### config.mk
export PLATFORM = sky130hd
export DESIGN_NAME = lir_merge
export DESIGN_NICKNAME = d
export VERILOG_FILES = /design/src/lir_pkg.sv /design/src/lir_merge.sv
export SDC_FILE = /design/constraint.sdc
export NUM_CORES = 1
export LEC_CHECK = 0
export ABC_AREA = 1
export BUFFER_PORTS_ARGS = -buffer_cell sky130_fd_sc_hd__clkbuf_2
export CAP_MARGIN = 20
export CORE_AREA = 2 2 58 60
export CTS_CLUSTER_SIZE = 16
export DETAILED_ROUTE_END_ITERATION = 16
export DIE_AREA = 0 0 60 62
export PLACE_DENSITY = 0.73
export SETUP_SLACK_MARGIN = 0.5
export SLEW_MARGIN = 20
export SYNTH_ARGS = -nofsm -noshare
export SYNTH_HDL_FRONTEND = slang
export SYNTH_SLANG_ARGS = --single-unit
### constraint.sdc
create_clock -name aclk -period 3 [get_ports aclk]
set_clock_uncertainty 0.1 [all_clocks]
set_input_delay 0.45 -clock aclk [delete_from_list [all_inputs] [get_ports aclk]]
set_output_delay 0.45 -clock aclk [all_outputs]
set_load 0.005 [all_outputs]
### src/lir_pkg.sv
// ============================================================================
// lir_pkg - shared types and constants of the linear interpolation resampler
// fixed field widths, phase format, register map and control types
// ============================================================================
package lir_pkg;

    // configuration register widths and reset values
    localparam int unsigned VEL_W       = 13;
    localparam int unsigned CHAN_W      = 2;
    localparam logic [VEL_W-1:0]  VEL_RESET  = 13'd256;
    localparam logic [VEL_W-1:0]  VEL_MIN    = 13'd26;
    localparam logic [CHAN_W-1:0] CHAN_RESET = 2'd2;

    // apb register map, selected by the word address bit
    localparam int unsigned APB_ADDR_W  = 3;
    localparam int unsigned APB_DATA_W  = 32;
    localparam logic        REG_VELOCITY = 1'b0;
    localparam logic        REG_CHANNELS = 1'b1;

    // frame counts and phase accumulator
    localparam int unsigned COUNT_W     = 16;
    localparam int unsigned PHASE_FRAC  = 16;
    localparam int unsigned ACC_W       = 32;
    localparam int unsigned OUT_IDX_W   = 20;

    // per-frame output limit
    localparam int unsigned RES_CNT_W   = 5;
    localparam logic [RES_CNT_W-1:0] MAX_RESULTS   = 5'd16;
    localparam logic [RES_CNT_W-1:0] MAX_RESULTS_L = 5'd15;

    // shared divider geometry
    localparam int unsigned DIV_NUM_W   = 32;
    localparam int unsigned DIV_DEN_W   = 20;
    localparam int unsigned DIV_STEP_W  = 5;

    typedef enum logic [3:0] {
        ST_IDLE     = 4'b0001,
        ST_DIV_M    = 4'b0010,
        ST_DIV_STEP = 4'b0100,
        ST_EMIT     = 4'b1000
    } state_t;

    // control handed to the merge stage together with the lane results
    typedef struct packed {
        logic push;
        logic last;
        logic stereo;
    } out_ctl_t;

endpackage

### src/lir_merge.sv
// ============================================================================
// lir_merge - merge stage and output register
// packs the lane results into one result transfer and holds it for the sink
// ============================================================================
module lir_merge #(
    parameter int unsigned FRAME_BITS = 16,
    parameter int unsigned LANES      = 2,
    parameter int unsigned M_DATA_W   = 32
) (
    input  logic                         aclk,
    input  logic                         aresetn,
    input  lir_pkg::out_ctl_t            ctl,
    input  logic signed [FRAME_BITS-1:0] lane_y [LANES],
    output logic                         ready,
    output logic                         m_tvalid,
    input  logic                         m_tready,
    output logic [M_DATA_W-1:0]          m_tdata,
    output logic                         m_tlast
);
    import lir_pkg::*;

    logic                  valid_reg;
    logic [M_DATA_W-1:0]   data_reg;
    logic                  last_reg;
    logic [FRAME_BITS-1:0] out_a;
    logic [FRAME_BITS-1:0] out_b;

    assign out_a = lane_y[0];
    assign out_b = (LANES > 1 && ctl.stereo) ? lane_y[LANES-1] : '0;
    assign ready = !valid_reg || m_tready;

    always_ff @(posedge aclk) begin
        if (!aresetn) begin
            valid_reg <= 1'b0;
        end else if (ready) begin
            valid_reg <= ctl.push;
        end
        if (ready && ctl.push) begin
            data_reg <= M_DATA_W'({out_b, out_a});
            last_reg <= ctl.last;
        end
    end

    assign m_tvalid = valid_reg;
    assign m_tdata  = data_reg;
    assign m_tlast  = last_reg;

endmodule

==> impl_metrics.csv <==
group,metric,value,unit
status,outcome,"finished, final reports clean",
placed_design,dp_slack,1.12,ns
routing,routedWlPerCell,10.4,um
clocking,clkLatencyLatePin,0.31,ns
floorplan,core_area,0.00318,mm2
grt,grt_max_degree,24,
clocking,cts.sinks,34,
pwr,p_leak,0.861,nW
placed_design,dpl.hpwl,1.69,mm
setup_path,crit_path_start_kind,"flop",
routing,dr_total_vias,813,
grt,grt_pass1_wl,3.11,mm
timing,max_freq,619,MHz
clocking,post-cts-setup-buffers,0,
placed_design,placed_area,0.00161,mm2
floorplan,initial_core_util,0.377,
routing,drt-total-wl,2.08,mm
clocking,clkTransAtPathRegs,0.09,ns
synthesis,syn_nets,112,
synthesis,ys_seq_elements,34,
worst_hold_path,hp-start,"lane_y[18]",
setup_path,reg2reg_slack,1.39,ns
synthesis,synth_top_area_frac,0.826,
synthesis,ys_seq_area_frac,0.843,
layout,layout-drive-gt1-share,0.556,
routing,firstDrtPassIters,4,
synthesis,synthTopCellsByArea,"edfxtp_1 83%, inv_1 5.9%, nand2_1 3.8%, nand2_2 2.6%, buf_12 1.7%",
timing,worst_slew_pin_slew,0.661,ns
timing,hold_viol_final,0,
layout,final_common_cell,"clkbuf_2",
synthesis,syn-cell-area,0.00120,mm2
clocking,htree_levels,2,
routing,drcViolationCount,0,
setup_path,timing.rr.start,"m_tvalid",
layout,final_cell_area,0.00168,mm2
setup_path,rr_endpoint,"m_tdata[28]",
worst_hold_path,hold_class,"primary input to flop",
floorplan,rows,21,
synthesis,yosys_warnings,0,
setup_path,crit_required,2.93,ns
timing,slew_violations,0,
clocking,hold_buffers,0,
grt,grt_overflow_total,0,
timing,tns,0,ns
floorplan,io_pins,73,
job,cap_violations,0,
clocking,cts_inserted_buffers,5,
synthesis,yosysUniqueCellTypes,8,
synthesis,avgSynthCellArea,16.2,um2
floorplan,die_x,60,um
pwr,powerDensity,570,mW/mm2
setup_path,cp_max_fo,23,
clocking,cts_resized,0,
clocking,clk_path_buf_depth,2,
timing,setup_slack,1.39,ns
timing,final-setup-viol-count,0,
synthesis,netlist_instances,74,
timing,rsz0062_at_grt,"no",
grt,grt_usage,0.123,
layout,area_growth,40.0,%
worst_hold_path,whs_path_depth,1,
timing,max_slew_margin,0.559,
layout,nets,190,
clocking,root_buffer,"clkbuf_4",
synthesis,synth_top_area_cell,"edfxtp_1",
routing,viasPerCell,4.09,
pwr,power,0.957,mW
grt,grt_pass1_vias,735,
grt,antenna_found_initial,0,
floorplan,die_h,62,um
timing,period_needed,1.61,ns
routing,ant_nets,0,
layout,fillers,285,
timing,period_share,0.538,
pwr,vdd_drop_max,0.169,mV
layout,final_cell_mix,"72 x clkbuf_2, 33 x edfxtp_1, 19 x inv_1, 12 x nand2_1",
worst_hold_path,min_to,"m_tdata[2]",
routing,drt_iter0_markers,14,
placed_design,gpl.final_weighted_congestion,0.676,
setup_path,endpoint_kind,"flop",
setup_path,crit_arrival,1.54,ns
setup_path,ff2ff_path_depth,2,
floorplan,die-area,0.00372,mm2
placed_design,portBuffers,72,
setup_path,criticalPathCategory,"flop to flop",
layout,diodes,0,
clocking,cts_tree,"yes",
-- area by class of cell --
type                       instances  area (um2)  area share
sequential                        34        1010       0.602
clock inverter                     1        30.0      0.0179
tap                               46        57.6      0.0343
inverter                          19        71.3      0.0424
timing repair buffer              73         368       0.219
multi-input combinational         19        97.6      0.0581
clock buffer                       7        45.0      0.0268
-- sequential cells by signal, indices dropped and copies added, names as in the netlist --
register,flops
m_tdata,32
m_tlast,1
m_tvalid,1
-- synthesized netlist by cell type --
| library cell | number |
|---|---|
| edfxtp_1 | 33 |
| inv_1 | 19 |
| nand2_1 | 12 |
| nand2_2 | 5 |
| a21oi_1 | 2 |
| buf_12 | 1 |
| buf_6 | 1 |
| dfxtp_1 | 1 |
-- cells by family (layout without fill, tap and decap cells) --
family | Yosys count | count (layout) | synth area share
AND/OR/NAND/NOR | 17 | 17 | 0.0636
buffers and inverters | 21 | 100 | 0.0855
flip-flops | 34 | 34 | 0.843
AO/OA/AOI/OAI | 2 | 2 | 0.00834
-- how the worst max path moves through the flow --
stage / start / endpoint
finish: m_tvalid / m_tdata[28]
global route: m_tvalid / m_tdata[28]
CTS: m_tvalid / m_tdata[28]
detailed placement: m_tready / m_tdata[28]
global placement: m_tready / m_tdata[16]
floorplan: m_tready / m_tdata[0]
-- metrics by stage --
stage,cells,util,hold WS (ns)
after global placement,191,0.505,0.413
after CTS,199,0.529,0.178
final,199,0.529,0.195
after floorplan,74,-,0.420
after global routing,199,0.529,0.178
after detailed placement,191,0.505,0.434
-- critical path: stages (launching register included) --
cell	delay, ns
dfxtp_1	0.35
a21oi_4	0.56
buf_4	0.31
-- where the power goes --
part / internal (mW) / switching, mW / total [mW]
Sequential: 0.555 / 0.00867 / 0.564
Clock: 0.177 / 0.135 / 0.312
Combinational: 0.0412 / 0.0409 / 0.0821
Total: 0.773 / 0.184 / 0.957
-- metal layers --
metal,global-route usage,up-vias,part of all wire
li1,-,392,-
met1,0.120,358,0.37
met2,0.208,58,0.47
met3,0.0600,5,0.13
met4,0.0762,0,0.026
met5,0,-,0
(Power assumes the default switching activity.)
