$ cat src/lir_pkg.sv
// ============================================================================
// lir_pkg - shared types and constants of the linear interpolation resampler
// fixed field widths, phase format, register map and control types
// ============================================================================
package lir_pkg;

    // configuration register widths and reset values
    localparam int unsigned VEL_W       = 13;
    localparam int unsigned CHAN_W      = 2;
    localparam logic [VEL_W-1:0]  VEL_RESET  = 13'd256;
    localparam logic [VEL_W-1:0]  VEL_MIN    = 13'd26;
    localparam logic [CHAN_W-1:0] CHAN_RESET = 2'd2;

    // apb register map, selected by the word address bit
    localparam int unsigned APB_ADDR_W  = 3;
    localparam int unsigned APB_DATA_W  = 32;
    localparam logic        REG_VELOCITY = 1'b0;
    localparam logic        REG_CHANNELS = 1'b1;

    // frame counts and phase accumulator
    localparam int unsigned COUNT_W     = 16;
    localparam int unsigned PHASE_FRAC  = 16;
    localparam int unsigned ACC_W       = 32;
    localparam int unsigned OUT_IDX_W   = 20;

    // per-frame output limit
    localparam int unsigned RES_CNT_W   = 5;
    localparam logic [RES_CNT_W-1:0] MAX_RESULTS   = 5'd16;
    localparam logic [RES_CNT_W-1:0] MAX_RESULTS_L = 5'd15;

    // shared divider geometry
    localparam int unsigned DIV_NUM_W   = 32;
    localparam int unsigned DIV_DEN_W   = 20;
    localparam int unsigned DIV_STEP_W  = 5;

    typedef enum logic [3:0] {
        ST_IDLE     = 4'b0001,
        ST_DIV_M    = 4'b0010,
        ST_DIV_STEP = 4'b0100,
        ST_EMIT     = 4'b1000
    } state_t;

    // control handed to the merge stage together with the lane results
    typedef struct packed {
        logic push;
        logic last;
        logic stereo;
    } out_ctl_t;

endpackage

$ cat src/lir_div.sv
// ============================================================================
// lir_div - iterative unsigned divider
// restoring radix-2 divider, one quotient bit per cycle, done pulse at the end
// ============================================================================
module lir_div (
    input  logic                             aclk,
    input  logic                             aresetn,
    input  logic                             start,
    input  logic [lir_pkg::DIV_NUM_W-1:0]    dividend,
    input  logic [lir_pkg::DIV_DEN_W-1:0]    divisor,
    output logic                             done,
    output logic [lir_pkg::DIV_NUM_W-1:0]    quotient
);
    import lir_pkg::*;

    logic                  busy_reg, busy_next;
    logic                  done_reg, done_next;
    logic [DIV_STEP_W-1:0] step_reg, step_next;
    logic [DIV_NUM_W-1:0]  num_reg, num_next;
    logic [DIV_DEN_W-1:0]  den_reg, den_next;
    logic [DIV_DEN_W-1:0]  rem_reg, rem_next;
    logic [DIV_DEN_W:0]    trial;
    logic [DIV_DEN_W:0]    diff;
    logic                  ge;

    assign trial = {rem_reg, num_reg[DIV_NUM_W-1]};
    assign diff  = trial - {1'b0, den_reg};
    assign ge    = (trial >= {1'b0, den_reg});

    always_comb begin
        busy_next = busy_reg;
        done_next = 1'b0;
        step_next = step_reg;
        num_next  = num_reg;
        den_next  = den_reg;
        rem_next  = rem_reg;
        if (start) begin
            busy_next = 1'b1;
            step_next = '0;
            num_next  = dividend;
            den_next  = divisor;
            rem_next  = '0;
        end else if (busy_reg) begin
            num_next  = {num_reg[DIV_NUM_W-2:0], ge};
            rem_next  = ge ? diff[DIV_DEN_W-1:0] : trial[DIV_DEN_W-1:0];
            step_next = step_reg + 1'b1;
            if (step_reg == DIV_STEP_W'(DIV_NUM_W - 1)) begin
                busy_next = 1'b0;
                done_next = 1'b1;
            end
        end
    end

    always_ff @(posedge aclk) begin
        if (!aresetn) begin
            busy_reg <= 1'b0;
            done_reg <= 1'b0;
            step_reg <= '0;
        end else begin
            busy_reg <= busy_next;
            done_reg <= done_next;
            step_reg <= step_next;
        end
        num_reg <= num_next;
        den_reg <= den_next;
        rem_reg <= rem_next;
    end

    assign done     = done_reg;
    assign quotient = num_reg;

endmodule

$ cat config.mk
export PLATFORM = sky130hd
export DESIGN_NAME = lir_div
export DESIGN_NICKNAME = d
export VERILOG_FILES = /design/src/lir_pkg.sv /design/src/lir_div.sv
export SDC_FILE = /design/constraint.sdc
export NUM_CORES = 1
export LEC_CHECK = 0
export BUFFER_PORTS_ARGS = -buffer_cell sky130_fd_sc_hd__buf_4
export CAP_MARGIN = 30
export CORE_MARGIN = 3
export CORE_UTILIZATION = 30
export CTS_CLUSTER_SIZE = 28
export DETAILED_ROUTE_END_ITERATION = 8
export SETUP_SLACK_MARGIN = 0.05
export SYNTH_ARGS = -nofsm -noshare
export SYNTH_HDL_FRONTEND = slang
export SYNTH_SLANG_ARGS = --single-unit
$ cat constraint.sdc
create_clock -name aclk -period 6.1 [get_ports aclk]
set_input_delay 1.83 -clock aclk [delete_from_list [all_inputs] [get_ports aclk]]
set_output_delay 1.83 -clock aclk [all_outputs]
set_load 0.01 [all_outputs]
==> summary.txt, run 1 <==
Clocking
  – Clk slew on worst S/H paths: 60 ps
  – Max H-tree Level: 3
  – Cts hold-fix bufs: 0
  – Cts bufs inserted: 9
  – Skew-Pair Late Insertion Delay: 340 ps
  – Post CTS Setup Buffer Count: 0
  – CTS tree: built
  – PostCTS Resize Cnt: 0
  – Clock buffer depth: 2
  – Clk sinks: 79
  – CTS Root Cell: clkbuf_16

Finish
  – Ant. Diodes: 0
  – Max FFs per register: 32
  – Layout area overhead: 25.0%
  – Post-route cell area: 5450 um2
  – Layout cells sized above 1: 30.4%
  – Layout Utilization: 38.8%
  – Nets: 567
  – Fillers: 1379

Yosys
  – Syn_area_per_cell: 10.7 um2
  – Post-Synth Adder-Cell Area: 6.77%
  – Post-synth EDFFs: 52
  – Share of flip-flops with an asynchronous set or reset: 0%
  – Synth Register Bits: 79
  – Leading area contributor after synthesis: edfxtp_1
  – Top post-synthesis cells by count: edfxtp_1 (52), nor2_1 (41), mux2_2 (33)
  – Main combinational cell family by area after synthesis: compound AO/OA/AOI/OAI gates
  – Cells after Synth: 407
  – Compound-Gate Fraction of Synth Area: 14.6%
  – Yosys cell types: 56
  – Synthesized area: 4360 um2
  – Sequential fraction of the synthesis area: 48.2%
  – Syn. warnings: 0
  – Mux cell area share after synthesis: 10.6%
  – Synth top area share: 35.8%
  – Mapped Nets: 485
  – Synth Area in Simple Gates: 12.6%
  – Largest cells by area after synthesis: edfxtp_1 (36%), dfxtp_1 (12%), mux2_2 (8.5%), ha_1 (6.3%), nor2_1 (3.5%)
  – Synth Area in XOR/XNOR: 2.21%
  – Count leader, synth: edfxtp_1
  – Synth Flop Type: edfxtp_1

Floorplan
  – Rows: 43
  – Starting Density: 31.1%
  – Die W: 127 um
  – Die Ht: 127 um
  – # IOs: 88
  – DIE AREA: 16000 um2
  – Core Region: 14000 um2

Global route
  – Routing usage on met2: 18.8%
  – Met3 Use GR: 5.94%
  – Largest net degree at the start of global routing: 48
  – Global-route wire length before repair: 16200 um
  – Grt met1 use: 15.5%
  – Vias in the first global route: 3408
  – GRT Overall Usage: 12.3%
  – Antenna violations before repair: 0
  – Most used routing layer: met2
  – Gr ovfl total: 0

Run status
  – Outcome: complete, no violations

STA
  – Setup violators final: 0
  – Final hold viol count: 0
  – Fin crit share: 53.2%
  – Worst Tran Pin Value: 796 ps
  – Max-slew violations: 0
  – RSZ-0062 raised after global routing: false
  – Setup ws final: 2850 ps
  – Max frequency: 308 MHz
  – Clock skew: 8.48 ps
  – Clock period minus worst slack: 3250 ps
  – TNS Setup: 0 ps
  – Relative slew slack: 46.9%

Worst setup path
  – CP Max Fanout: 22
  – Worst EP required: 6360 ps
  – Setup CP Type: flip-flop to flip-flop
  – Crit path DAT: 3500 ps
  – Crit path max-delay family: compound AO/OA/AOI/OAI gates
  – Critical Path, Cell by Cell: inv_1 -> ha_1 -> nor2b_1 -> o31a_1 -> o311ai_4 -> nand3_2 -> a311oi_4 -> buf_4 -> nand2_1 -> o41a_1 -> a211oi_1
  – Buf+Inv Stages, Crit Path: 2
  – Critical Path Max Stage Delay: 730 ps
  – Critical path's slowest cell: a311oi_4
  – Worst setup EP type: flip-flop
  – CP Launch Type: flip-flop

Place
  – Hpwl dp: 6760 um
  – Final GP Congestion: 0.799
  – Dpl ws: 2630 ps
  – I/O Buffers: 87
  – Placed cell areas: 5170 um2

Drt
  – Routed wire length: 9540 um
  – Routed wire length per instance: 14.2 um
  – 1st-iter DRT viols: 156
  – Routed vias: 3295
  – Vias per inst: 4.89
  – Final ANT Viol Nets: 0
  – First-pass iteration count of the detailed router: 4
  – Number of remaining DRC errors: 0

Hold path
  – HP Class: flip-flop to flip-flop

Flow run
  – # Max-Cap Violations: 0

Power
  – VDD IR max: 0.156 mV
  – Power Dens Cells: 276 nW/um2
  – Leak: 2.28 nW
## final timing paths
kind / from / endpoint / slack, ps / cells past startpoint
worst min-delay path: rem_reg[10] / rem_reg[10] / 500 / 2
worst min register to register: rem_reg[10] / rem_reg[10] / 500 / 2
worst max-delay path: den_reg[1] / rem_reg[16] / 2850 / 11
worst max register to register: den_reg[1] / rem_reg[16] / 2850 / 11
## where the power goes
| part | internal (mW) | total (mW) | switching, mW |
|---|---|---|---|
| combinational | 0.164 | 0.342 | 0.178 |
| sequential | 0.626 | 0.654 | 0.0282 |
| clock | 0.280 | 0.509 | 0.230 |
## routing by layer
metal	routed length, um	vias to the layer above
li1	-	1659
met1	4480	1535
met2	4140	91
met3	799	10
met4	119	0
met5	0	-
## placed cells by master, fill, tap and decap left out, types with 5 or more instances in the layout
cell type	instances
a21oi_1	20
xnor2_1	7
o21ai_0	14
buf_4	90
nand2_1	21
inv_1	31
edfxtp_1	52
mux2i_1	9
mux2_2	33
dfxtp_1	27
a211oi_1	16
o211ai_1	5
nor3_1	9
nor2_1	41
nor2b_1	7
ha_1	22
nand2b_1	6
clkbuf_16	9
## metrics by stage
step                power (mW)  hold slack, ps  instances
floorplan                0.897             467        407
global placement          1.00             484        658
detailed placement        1.01             497        658
CTS                       1.53             505        674
global route              1.60             533        674
finish                    1.51             503        674
## tightest hold or removal path, stage by stage, from the launching register on
cell and delay, ps:
dfxtp_1 320, nor2_1 80, a311oi_1 50
## cells by family (layout without fill, tap and decap cells)
logic type,Yosys count,in the layout
compound gates,90,90
xor+xnor,11,11
fa+ha+maj,23,23
buf+inv,50,137
flops,79,79
mux,42,42
simple gates,112,112
## final cells by class
cell class                      count  area (um2)  area share (%)
Clock buffer                        9         225            4.13
Clock inverter                      7        53.8           0.987
Sequential cell                    79        2100            38.6
Tap cell                          180         225            4.13
Inverter                           31         116            2.14
Timing Repair Buffer               90         676            12.4
Multi-Input combinational cell    278        2050            37.6
No activity file was read; power rests on OpenSTA's default activity.
==> run 2: changes to the inputs <==
clock period = 2.65 ns   (was 6.1 ns; I/O delays follow)
==> summary.txt, run 2 (synthesized netlist as in run 1, its figures left out) <==
Global route
  – Vias in the first global route: 3607
  – Largest net degree at the start of global routing: 46
  – GRT Overall Usage: 13.3%
  – Gr ovfl total: 0
  – Global-route wire length before repair: 17300 um
  – Antenna violations before repair: 0

Floorplan
  – Die W: 127 um
  – DIE AREA: 16000 um2
  – Rows: 43
  – Core Region: 14000 um2
  – Die Ht: 127 um
  – # IOs: 88
  – Starting Density: 31.1%

Drt
  – Routed wire length: 10600 um
  – Number of remaining DRC errors: 0
  – Vias per inst: 4.95
  – Final ANT Viol Nets: 0
  – Routed vias: 3536
  – 1st-iter DRT viols: 160
  – Routed wire length per instance: 14.8 um
  – First-pass iteration count of the detailed router: 4

Worst setup path
  – Setup crit end: rem_reg[16]
  – Setup CP Type: flip-flop to flip-flop
  – Critical Path Max Stage Delay: 440 ps
  – Worst EP required: 2850 ps
  – Reg-to-reg slack, setup: -20 ps
  – Critical path origin: den_reg[1]
  – Reg-to-Reg End: rem_reg[16]
  – Critical path's slowest cell: edfxtp_1
  – CP Launch Type: flip-flop
  – R2R depth: 12
  – CP Max Fanout: 7
  – Critical Path, Cell by Cell: inv_2 -> ha_4 -> nor2b_4 -> o31a_1 -> o311ai_4 -> nand3_2 -> a311oi_4 -> buf_4 -> buf_16 -> buf_8 -> o41a_1 -> a211oi_2
  – Reg2reg start: den_reg[1]
  – Worst setup EP type: flip-flop
  – Crit path DAT: 2870 ps

Place
  – Final GP Congestion: 0.860
  – I/O Buffers: 87
  – Hpwl dp: 7230 um
  – Dpl ws: -126 ps
  – Placed cell areas: 5330 um2

Flow run
  – # Max-Cap Violations: 0

Clocking
  – Cts hold-fix bufs: 0
  – Skew-Pair Late Insertion Delay: 340 ps
  – Clock buffer depth: 2
  – Cts bufs inserted: 9
  – CTS Root Cell: clkbuf_16
  – Max H-tree Level: 3
  – Clk sinks: 79
  – Clk slew on worst S/H paths: 60 ps
  – CTS tree: built

Finish
  – Fillers: 1333
  – Commonest non-fill, non-tap cell in the layout: buf_4
  – Layout cells sized above 1: 43.6%
  – Max FFs per register: 32
  – Post-route cell area: 6120 um2
  – Most frequent cells in the layout: buf_4 (123), edfxtp_1 (52), nor2_1 (38), mux2_2 (33), inv_1 (29)
  – Layout area overhead: 40.5%
  – Ant. Diodes: 0
  – Nets: 608

Power
  – VDD IR max: 0.443 mV
  – Total Power: 3.80 mW
  – Leak: 2.54 nW
  – Power Dens Cells: 620 nW/um2

STA
  – Relative slew slack: 66.0%
  – Setup ws final: -17.3 ps
  – Max frequency: 375 MHz
  – Worst hold slack: 509 ps
  – Setup violators final: 3
  – Clock skew: 7.80 ps
  – Max-slew violations: 0
  – Fin crit share: 101%
  – RSZ-0062 raised after global routing: true
  – Clock period minus worst slack: 2670 ps
  – Final hold viol count: 0
  – Worst Tran Pin Value: 510 ps
  – TNS Setup: -36.5 ps

Hold path
  – Hold Crit Depth: 2
  – HP Class: flip-flop to flip-flop

Run status
  – Failing checks: setup timing
  – Outcome: finished with violations
[run 2: cell types whose count changed in the layout (fill, tap and decap cells not counted), sizes merged]
cell / change
clkinvlp: -2
clkbuf: +3
bufinv: +1
clkinv: +2
buf: +40
inv: -3
[run 2: metal layers]
| metal | track usage [%] | wire (um) | vias up |
|---|---|---|---|
| met4 | 4.04 | 212 | 0 |
| met1 | 16.1 | 4540 | 1671 |
| met3 | 6.69 | 923 | 18 |
| met2 | 20.9 | 4880 | 111 |
| li1 | - | - | 1736 |
| met5 | 0 | 0 | - |
[run 2: timing repair]
action | in CTS | in global routing
hold endpoints to repair | 0 | 0
cloned | 1 | 1
buffers inserted | 11 | 9
endpoints found under the setup margin | 18 | 21
pin swaps | 9 | 22
resized for setup | 14 | 55
[run 2: power by group]
group	total (mW)	internal (mW)	switching, mW
logic	1.07	0.556	0.509
clock network	1.22	0.732	0.492
registers	1.51	1.44	0.0688
[run 2: final cells by class]
class | count | area, um2 | area share, %
Multi-Input combinational cell | 278 | 2330 | 38.1
Sequential cell | 79 | 2100 | 34.3
Timing Repair Buffer | 131 | 1060 | 17.2
Clock buffer | 11 | 233 | 3.80
Tap cell | 180 | 225 | 3.68
Inverter | 31 | 116 | 1.90
Clock inverter | 5 | 57.6 | 0.940
[run 2: critical path, delay by kind of cell, from the launching register on]
| family | cells | cell delay [ps] |
|---|---|---|
| AOI/OAI and AO/OA | 5 | 1080 |
| buffers and inverters | 4 | 530 |
| DFF | 1 | 440 |
| and+or+nand+nor | 2 | 250 |
| adders and majority gates | 1 | 200 |
[run 2: per-stage QoR]
| step | cells | utilization [%] |
|---|---|---|
| after floorplan | 407 | - |
| after global placement | 677 | 37.9 |
| after detailed placement | 677 | 37.9 |
| after CTS | 705 | 41.1 |
| after global routing | 715 | 43.6 |
| final | 715 | 43.6 |
[run 2: worst min-delay path by stage]
stage | from | endpoint | slack (ps)
finish | rem_reg[9] | rem_reg[10] | 510
global route | step_reg[3] | step_reg[3] | 550
CTS | rem_reg[2] | rem_reg[3] | 500
detailed placement | rem_reg[13] | rem_reg[13] | 500
global placement | rem_reg[2] | rem_reg[3] | 480
floorplan | rem_reg[14] | rem_reg[14] | 470
